**config.mk**
```make
export PLATFORM = sky130hd
export DESIGN_NAME = iq_dc_blocker_byte_converter
export DESIGN_NICKNAME = d
export VERILOG_FILES = /design/src/sv/iqdcb_pkg.sv /design/src/sv/iqdcb_lane.sv /design/src/sv/iqdcb_out.sv /design/src/sv/iq_dc_blocker_byte_converter.sv
export VERILOG_INCLUDE_DIRS = /design/src /design/src/sv
export SDC_FILE = /design/constraint.sdc
export NUM_CORES = 1
export LEC_CHECK = 0
export ABC_AREA = 1
export BUFFER_PORTS_ARGS = -buffer_cell sky130_fd_sc_hd__buf_2
export CAP_MARGIN = 20
export CORE_UTILIZATION = 60
export CTS_BUF_LIST = sky130_fd_sc_hd__clkbuf_8
export DETAILED_ROUTE_END_ITERATION = 16
export PLACE_DENSITY_LB_ADDON = 0.3
export SLEW_MARGIN = 20
export SYNTH_ARGS = -nofsm -noshare
export SYNTH_HDL_FRONTEND = slang
export SYNTH_HIERARCHICAL = 1
export SYNTH_SLANG_ARGS = --single-unit
```
**constraint.sdc**
```tcl
create_clock -name i_clk -period 8.97 [get_ports i_clk]
set_input_delay 0.897 -clock i_clk [delete_from_list [all_inputs] [get_ports i_clk]]
set_output_delay 0.897 -clock i_clk [all_outputs]
set_load 0.01 [all_outputs]
```
**src/sv/iq_dc_blocker_byte_converter_macros.svh**
```systemverilog
// Assertion macros for the I/Q DC blocker and byte converter.
// Expects i_clk and i_rst_n in the scope of each use; no other dependencies.
`ifndef IQ_DC_BLOCKER_BYTE_CONVERTER_MACROS_SVH
`define IQ_DC_BLOCKER_BYTE_CONVERTER_MACROS_SVH

// Check that a condition implies a consequence in the same cycle
`define IQDCB_ASSERT_SAME(lbl, ante, cons, msg) \
    lbl: assert property (@(posedge i_clk) disable iff (!i_rst_n) (ante) |-> (cons)) \
        else $error(msg);

// Check that a condition implies a consequence in the next cycle
`define IQDCB_ASSERT_NEXT(lbl, ante, cons, msg) \
    lbl: assert property (@(posedge i_clk) disable iff (!i_rst_n) (ante) |=> (cons)) \
        else $error(msg);

`endif

```
**src/sv/iqdcb_pkg.sv**
```systemverilog
// Shared types and constants for the I/Q DC blocker and byte converter.
// No dependencies.
`default_nettype none

package iqdcb_pkg;

    localparam int SAMP_W   = 16;
    localparam int EST_W    = 32;
    localparam int FRAC_W   = 16;
    localparam int BYTE_W   = 8;
    localparam int COEF_W   = 9;
    // Averaging coefficient in Q0.16, about 0.002
    localparam logic [COEF_W-1:0] EMA_COEF = 9'd131;
    // Offset-binary flip of the high byte
    localparam logic [BYTE_W-1:0] BYTE_OFFSET = 8'h80;

    // Configuration register indexes
    typedef enum logic [0:0] {
        CFG_DC_EN = 1'b0,
        CFG_WIDE  = 1'b1
    } t_cfg_idx;

    // Control from the top level to each lane
    typedef struct packed {
        logic load;    // item accepted this cycle
        logic enable;  // DC removal on
        logic clear;   // zero the estimate
    } t_lane_ctl;

endpackage

`default_nettype wire

```
**src/sv/iqdcb_lane.sv**
```systemverilog
// One channel of the DC blocker: running Q16.16 estimate and corrected sample.
// Depends on iqdcb_pkg.
`default_nettype none

module iqdcb_lane (
    input  wire logic                    i_clk,
    input  wire logic                    i_rst_n,
    input  wire iqdcb_pkg::t_lane_ctl    i_ctl,
    input  wire logic signed [15:0]      i_sample,
    output logic signed [15:0]           o_corr
);

    logic signed [31:0] r_est;
    logic signed [15:0] r_x;
    logic signed [31:0] r_e;

    logic signed [32:0] diff;
    logic signed [40:0] prod;
    logic signed [24:0] step;
    logic signed [32:0] n_est;
    logic signed [32:0] d;
    logic signed [32:0] adj;
    logic signed [16:0] t;

    // Estimate update: est += floor((x*65536 - est) * 131 / 65536)
    always_comb begin
        diff  = {i_sample[15], i_sample, 16'h0000} - {r_est[31], r_est};
        prod  = $signed({{8{diff[32]}}, diff}) *
                $signed({32'h0000_0000, iqdcb_pkg::EMA_COEF});
        step  = prod[40:16];
        n_est = {r_est[31], r_est} + {{8{step[24]}}, step};
    end

    // Hold the estimate; zero it on clear, advance it on each item while removal is on
    always_ff @(posedge i_clk) begin
        if (!i_rst_n) begin
            r_est <= '0;
        end else if (i_ctl.clear) begin
            r_est <= '0;
        end else if (i_ctl.load && i_ctl.enable) begin
            r_est <= n_est[31:0];
        end
    end

    // Capture the sample and its estimate, updated while removal is on, for the correction stage
    always_ff @(posedge i_clk) begin
        if (i_ctl.load) begin
            r_x <= i_sample;
            r_e <= i_ctl.enable ? n_est[31:0] : r_est;
        end
    end

    // Subtract, truncate toward zero and saturate to int16
    always_comb begin
        d   = {r_x[15], r_x, 16'h0000} - {r_e[31], r_e};
        adj = d + (d[32] ? 33'sd65535 : 33'sd0);
        t   = adj[32:16];
        if (t[16] != t[15]) begin
            o_corr = t[16] ? 16'sh8000 : 16'sh7FFF;
        end else begin
            o_corr = t[15:0];
        end
    end

endmodule

`default_nettype wire

```
**src/sv/iqdcb_out.sv**
```systemverilog
// Merging stage: combines both lanes into one result item in word or byte form.
// Depends on iqdcb_pkg.
`default_nettype none

module iqdcb_out (
    input  wire logic               i_clk,
    input  wire logic               i_rst_n,
    input  wire logic               i_load,
    input  wire logic               i_wide,
    input  wire logic signed [15:0] i_corr_i,
    input  wire logic signed [15:0] i_corr_q,
    input  wire logic               i_ready,
    output logic                    o_space,
    output logic                    o_valid,
    output logic signed [15:0]      o_word_i,
    output logic signed [15:0]      o_word_q,
    output logic [7:0]              o_byte_i,
    output logic [7:0]              o_byte_q
);

    logic               r_valid;
    logic signed [15:0] r_word_i;
    logic signed [15:0] r_word_q;
    logic [7:0]         r_byte_i;
    logic [7:0]         r_byte_q;

    assign o_space = !r_valid || i_ready;

    // Output item valid: set on load, drop once taken
    always_ff @(posedge i_clk) begin
        if (!i_rst_n) begin
            r_valid <= 1'b0;
        end else if (i_load) begin
            r_valid <= 1'b1;
        end else if (i_ready) begin
            r_valid <= 1'b0;
        end
    end

    // Format the item; the unused form reads zero
    always_ff @(posedge i_clk) begin
        if (i_load) begin
            if (i_wide) begin
                r_word_i <= i_corr_i;
                r_word_q <= i_corr_q;
                r_byte_i <= '0;
                r_byte_q <= '0;
            end else begin
                r_word_i <= '0;
                r_word_q <= '0;
                r_byte_i <= i_corr_i[15:8] ^ iqdcb_pkg::BYTE_OFFSET;
                r_byte_q <= i_corr_q[15:8] ^ iqdcb_pkg::BYTE_OFFSET;
            end
        end
    end

    assign o_valid  = r_valid;
    assign o_word_i = r_word_i;
    assign o_word_q = r_word_q;
    assign o_byte_i = r_byte_i;
    assign o_byte_q = r_byte_q;

endmodule

`default_nettype wire

```
**src/sv/iq_dc_blocker_byte_converter.sv**
```systemverilog
// I/Q DC blocker with word or byte output. Takes one item (a signed 16-bit
// I/Q pair) per clock cycle unless the output stalls; each item is
// registered in the lane stage, then in the output stage. The rate is set
// by the per-lane estimate update (subtract, multiply by 131, add), which
// is combinational so the next item sees the new estimate. Register 0 turns
// DC removal on (reset) or off; writing 0 zeroes both estimates. Register 1
// selects 16-bit words (1) or offset-binary bytes (0, reset); the unused
// form reads zero. Write the registers only while no item is in flight.
// Depends on iqdcb_pkg, iqdcb_lane, iqdcb_out and the assertion macro header.
`default_nettype none

`include "iq_dc_blocker_byte_converter_macros.svh"

module iq_dc_blocker_byte_converter (
    input  wire logic               i_clk,
    input  wire logic               i_rst_n,
    input  wire logic               i_valid,
    output logic                    o_ready,
    input  wire logic signed [15:0] i_in_i,
    input  wire logic signed [15:0] i_in_q,
    output logic                    o_valid,
    input  wire logic               i_ready,
    output logic signed [15:0]      o_word_i,
    output logic signed [15:0]      o_word_q,
    output logic [7:0]              o_byte_i,
    output logic [7:0]              o_byte_q,
    input  wire logic               i_cfg_we,
    input  wire logic [0:0]         i_cfg_index,
    input  wire logic [0:0]         i_cfg_data
);

    logic r_enable;
    logic r_wide;
    logic r_s1_valid;

    logic accept;
    logic s1_move;
    logic out_space;
    logic clear;
    iqdcb_pkg::t_lane_ctl lane_ctl;
    logic signed [15:0] corr_i;
    logic signed [15:0] corr_q;

    // Configuration registers
    always_ff @(posedge i_clk) begin
        if (!i_rst_n) begin
            r_enable <= 1'b1;
            r_wide   <= 1'b0;
        end else if (i_cfg_we) begin
            case (i_cfg_index)
                iqdcb_pkg::CFG_DC_EN: r_enable <= i_cfg_data[0];
                iqdcb_pkg::CFG_WIDE:  r_wide   <= i_cfg_data[0];
                default: ;
            endcase
        end
    end

    assign clear = i_cfg_we && (i_cfg_index == iqdcb_pkg::CFG_DC_EN) && !i_cfg_data[0];

    // Handshake: take an item whenever the correction stage is empty or can move on
    assign s1_move = r_s1_valid && out_space;
    assign o_ready = !r_s1_valid || out_space;
    assign accept  = i_valid && o_ready;

    always_ff @(posedge i_clk) begin
        if (!i_rst_n) begin
            r_s1_valid <= 1'b0;
        end else if (accept) begin
            r_s1_valid <= 1'b1;
        end else if (s1_move) begin
            r_s1_valid <= 1'b0;
        end
    end

    always_comb begin
        lane_ctl.load   = accept;
        lane_ctl.enable = r_enable;
        lane_ctl.clear  = clear;
    end

    // In-phase and quadrature lanes
    iqdcb_lane u_lane_i (
        .i_clk    (i_clk),
        .i_rst_n  (i_rst_n),
        .i_ctl    (lane_ctl),
        .i_sample (i_in_i),
        .o_corr   (corr_i)
    );

    iqdcb_lane u_lane_q (
        .i_clk    (i_clk),
        .i_rst_n  (i_rst_n),
        .i_ctl    (lane_ctl),
        .i_sample (i_in_q),
        .o_corr   (corr_q)
    );

    // Merge both lanes into the output item
    iqdcb_out u_out (
        .i_clk    (i_clk),
        .i_rst_n  (i_rst_n),
        .i_load   (s1_move),
        .i_wide   (r_wide),
        .i_corr_i (corr_i),
        .i_corr_q (corr_q),
        .i_ready  (i_ready),
        .o_space  (out_space),
        .o_valid  (o_valid),
        .o_word_i (o_word_i),
        .o_word_q (o_word_q),
        .o_byte_i (o_byte_i),
        .o_byte_q (o_byte_q)
    );

    `IQDCB_ASSERT_SAME(a_ready_stall, !o_ready, r_s1_valid,
        "input stalled with empty stage")
    `IQDCB_ASSERT_SAME(a_out_from_stage, $rose(o_valid), $past(r_s1_valid),
        "output item from nowhere")
    `IQDCB_ASSERT_SAME(a_wide_bytes_zero, o_valid && r_wide,
        (o_byte_i == 8'h00) && (o_byte_q == 8'h00), "bytes not zero in word mode")
    `IQDCB_ASSERT_SAME(a_byte_words_zero, o_valid && !r_wide,
        (o_word_i == 16'sh0000) && (o_word_q == 16'sh0000), "words not zero in byte mode")
    `IQDCB_ASSERT_NEXT(a_move_fills_out, s1_move, o_valid, "moved item not shown")

endmodule

`default_nettype wire

```
* Yosys cells after proc, flatten, opt, wreduce, memory -nomap -nowiden
Index checks and enable logic that the tools add are counted.
** Word-level totals
- Logic and storage cells :: 57
- Register bits :: 212
** Operators by class
- Multiply operators :: 2
- Reductions and logical operators :: 15
- Muxes and demuxes :: 12
- Eq/ne operators :: 2
- Bitwise logic cells :: 4
- Add/subtract/negate cells :: 8
** Operators by type and width (count)
- 32-bit by 32-bit subtractor with 33-bit output :: 4
- 16-bit 2-to-1 mux :: 6
- 33-bit by 9-bit multiplier with 41-bit output (second input constant) :: 2
- 33-bit adder :: 2
- 32-bit by 25-bit adder with 32-bit output :: 2
- 32-bit 2-to-1 mux :: 2
- 1-bit logical AND :: 5
- 1-bit 2-to-1 mux :: 4
- 1-bit NOT :: 4
- 2-bit AND reduction :: 2
- 2-bit nonzero test :: 2
- 1-bit zero test :: 3
- 1-bit logical OR :: 2
- 1-bit != test :: 2
- 2-bit OR reduction :: 1

* Longest topological paths before layout
- Depth in word-level cells :: 6
- Mapped depth :: 48

* Hierarchy
Netlist, hierarchy kept.
** By module, submodules not included
- iqdcb_lane (u_lane_i) :: cells each 1867, sequential area each 2082.0 µm², times used 1, area each 12687.2 µm²
- iqdcb_lane (u_lane_q) :: cells each 1827, sequential area each 2082.0 µm², times used 1, area each 12679.7 µm²
- iqdcb_out :: cells each 153, sequential area each 1461.4 µm², times used 1, area each 1874.3 µm²
- iq_dc_blocker_byte_converter :: cells each 22, sequential area each 60.1 µm², times used 1, area each 138.9 µm²

* Worst setup path before layout
Ideal clock, no wire load.
- Path type :: input -> register
- From :: input i_ready
- To :: register u_lane_q.r_est[25]
- Library setup time :: 0.116 ns
- Stages on the path :: 10
- Data arrival time :: 7.412 ns
- Path slack :: 1.442 ns
- Cell sequence :: inv_1 > nand2_1 > inv_1 > a21oi_1 > nand2_1 > inv_1 > clkbuf_1 > nand3_1 > o211ai_1 > inv_1
** On the way
- Cells in the longest elaborated chain, start to end :: 4
** RTL lines
- start, declared :: RTL line iq_dc_blocker_byte_converter.sv:22 : input wire logic i_ready,
- 1-bit logical OR :: RTL line iqdcb_out.sv:27 : assign o_space = !r_valid || i_ready;
- net out_space :: RTL line iq_dc_blocker_byte_converter.sv:38 : logic out_space;
- 1-bit logical OR :: RTL line iq_dc_blocker_byte_converter.sv:62 : assign o_ready = !r_s1_valid || out_space;
- 1-bit logical AND :: RTL line iq_dc_blocker_byte_converter.sv:63 : assign accept = i_valid && o_ready;
- net accept :: RTL line iq_dc_blocker_byte_converter.sv:36 : logic accept;
- 1-bit logical AND :: RTL line iqdcb_lane.sv:40 : end else if (i_ctl.load && i_ctl.enable) begin
- end signal, assigned :: RTL line iqdcb_lane.sv:41 : r_est <= n_est[31:0];
- end, declared :: RTL line iqdcb_lane.sv:13 : logic signed [31:0] r_est;
The timed path passes the listed nets, and every way through them passes these cells.
A chain may end at the register's enable or synchronous reset.

* Worst setup path after layout
- From :: register u_lane_q.r_est[1]
- To :: register u_lane_q.r_e[29] (data pin)
** On the way
- Cells in the longest elaborated chain, start to end :: 4
** RTL lines
- 32-bit by 32-bit subtractor with 33-bit output :: RTL line iqdcb_lane.sv:27 : diff = {i_sample[15], i_sample, 16'h0000} - {r_est[31], r_est};
- 33-bit by 9-bit multiplier with 41-bit output :: RTL line iqdcb_lane.sv:28 : prod = $signed({{8{diff[32]}}, diff}) *
- 32-bit by 25-bit adder with 32-bit output * :: RTL line iqdcb_lane.sv:31 : n_est = {r_est[31], r_est} + {{8{step[24]}}, step};
- 32-bit 2-to-1 mux * :: RTL line iqdcb_lane.sv:49 : r_e <= i_ctl.enable ? n_est[31:0] : r_est;
- end signal, assigned :: RTL line iqdcb_lane.sv:49
- end, declared :: RTL line iqdcb_lane.sv:15 : logic signed [31:0] r_e;
Every way passes the cells marked *; elsewhere a longest branch is shown, timed or not.

==> results.md <==
* Outcome: completed
* Largest family of logic cells by synthesized area: adder cells
* Number of warnings issued by yosys at 6
* First-pass GRT wire length at 113 mm
* Reg2reg end: u_lane_q/r_e[29]
* Count leader, synth: inv_1
* Die Span Y at 216 um
* Post-synthesis xor/xnor area fraction at 0.0685
* Initial antenna violation count at 1
* GR Overflow Total at 0
* Detailed Route Iter0 Violations at 1,789
* CP Buf/Inv Count at 4
* Hold path depth at 1
* Post-synthesis simple-gate area fraction at 0.228
* Drt total wl at 68.2 mm
* Compound-Gate Fraction of Synth Area at 0.133
* Post-synth top area share at 0.199
* Filler cell count at 4,066
* Cts bufs inserted at 38
* Period utilisation layout at 0.912
* Final Hold Vio Count at 0
* Critical R2R Launch: u_lane_q/r_est[1]
* DP Wirelength at 57.0 mm
* Worst path depth at 37
* Vias in the first global route at 23,100
* Fmax at 122 MHz
* CP delay by family, top: simple AND/OR/NAND/NOR gates
* Sink Count at 212
* Worst EP arrival at 8470 ps
* Ys async rst share at 0
* Worst-Margin Slew at 1050 ps
* Maximum capacitance violations at 0
* Post-synthesis area per instance at 7.08 sq um
* Initial core utilization at 0.614
* Minimum clock period at 8180 ps
* RSZ-0062 raised after global routing: false
* Final max-slew violation count at 0
* Mux cell area share after synthesis at 0
* Vias per Instance at 5.40
* R2r setup slk at 790 ps
* GRT Total Usage at 0.295
* Share of post-route cells with drive strength above 1 at 0.0693
* CP Capture Point: u_lane_q/r_e[29]
* Post-Route Skew at 49.4 ps
* Setup Buffers After CTS at 0
* Seq cells post-synth at 212
* Leading area contributor after synthesis: ha_1
* Critical path origin: u_lane_q/r_est[1]
* DIE WIDTH at 216 um
* Synth top area cells: ha_1 20%, edfxtp_1 16%, inv_1 11%, nand2_1 11%, a21oi_1 5.1%
* # setup viols final at 0
* Hold_buf cts at 0
* DR pass1 iterations at 5
* Crit start category: flip-flop
* Area delta synth->final at 6.74%
* Max clock buf depth at 3
* Core ar. at 44,600 sq um
* Fin nets at 4,496
* WL/cell at 14.9 um
* CTS tree: done
* Sequential area share after synthesis at 0.208
* Clock transition at the registers of the reported paths at 60 ps
* Dpl ws at 571 ps
* Hold Crit Class: in -> reg
* CP max stage delay at 510 ps
* Net Count, Synth at 4,400
* Cell Area, Synth at 27,400 sq um
* Ports at 89
* R2R depth at 37
* H-tree Lvls at 2
* Placer Congestion at 0.975
* Ys flop type: edfxtp_1
* Post-route antenna net violation count at 0
* Slowest-stage cell, CP: nor4_1
* # resized after CTS at 0
* Worst setup margin at 785 ps
* Fin Hold WS at 521 ps
* Total number of vias at 24,800
* Largest net degree at the start of global routing at 82
* CTS root buf: clkbuf_8
* Worst Setup End Kind: flip-flop
* Setup TNS at 0 ps
* Critical Setup Path Class: reg -> reg
* DRC violations left at 0
* Clk Latency, worst-skew pair at 590 ps
* Most used cell, CP: nand2_1
* Critical path data required time at 9250 ps
* Adder-Cell Fraction of Synth Area at 0.240
* Worst slew margin at 0.298
* PortBufs at 88
* Cells after Synth at 3,869
* Post-synth EDFFs at 144
* Distinct cells, synth at 63
* Top cells by count, synth: 824 x inv_1, 770 x nand2_1, 436 x ha_1, 292 x nor2_1, 279 x a21oi_1
* Crit path max fanout at 5
* Row cnt at 77
* DIE AREA at 46,500 sq um
[kinds of logic after synthesis]
group	Yosys count
and+or+nand+nor	1432
buffers and inverters	881
DFF	212
adders and majority gates	492
AOI/OAI and AO/OA	646
xor gates and xnor gates	206
[per-stage QoR]
| stage | utilization | area [sq um] | cells |
|---|---|---|---|
| after CTS | 0.655 | 29200 | 4587 |
| after global routing | 0.655 | 29200 | 4588 |
| after detailed placement | 0.638 | 28400 | 4517 |
| after global placement | 0.638 | 28400 | 4517 |
| after floorplan | - | 27400 | 3869 |
| final | 0.655 | 29200 | 4588 |
[how the worst min path moves through the flow]
stage,start,end
finish,i_in_i[10],u_lane_i/r_x[10]
global route,i_in_i[10],u_lane_i/r_x[10]
CTS,i_in_i[10],u_lane_i/r_x[10]
detailed placement,r_wide,r_wide
global placement,u_out/o_valid,u_out/o_valid
floorplan,r_enable,r_enable
[metal layers]
| layer | vias to the layer above | wire length [um] | global-route usage |
|---|---|---|---|
| met5 | - | 0 | 0 |
| met3 | 74 | 4590 | 0.0352 |
| li1 | 12700 | - | - |
| met1 | 11200 | 32700 | 0.427 |
| met4 | 0 | 1110 | 0.0612 |
| met2 | 759 | 29800 | 0.468 |
[registers in the layout, summed over array words and instances, names as in the netlist]
name / count
u_lane_i/r_e: 32
u_lane_i/r_est: 32
u_lane_q/r_e: 32
u_lane_q/r_est: 32
u_lane_i/r_x: 16
u_lane_q/r_x: 16
u_out/o_word_i: 16
u_out/o_word_q: 16
u_out/o_byte_i: 8
u_out/o_byte_q: 8
r_enable: 1
r_s1_valid: 1
r_wide: 1
u_out/o_valid: 1
[layout by cell type (no fill, tap or decap), types with 25 or more instances in the layout]
cell type and count:
o21ai_0 195, nand3_1 146, xor2_1 152, nand4_1 49, nand2_1 770, buf_2 88, fa_1 56, nor2_2 25
clkbuf_8 42, a21oi_1 278, nand2_2 34, xnor2_1 46, edfxtp_1 144, inv_1 835, o211ai_1 47, nor3_1 56
dfxtp_1 67, ha_1 436, a31oi_1 34, nor2_1 292
[layout make-up]
cell class	count	area [sq um]	area share
Inverter	838	3150	0.108
Multi-Input combinational cell	2776	18400	0.628
Tap cell	592	741	0.0253
Sequential cell	212	5690	0.195
Clock buffer	42	578	0.0198
Clock inverter	28	195	0.00668
Timing Repair Buffer	99	523	0.0179
Antenna cell	1	2.50	0.0000856
Power is not shown: default switching activity piles up to over one toggle a cycle in this logic, so the estimate is an artifact.
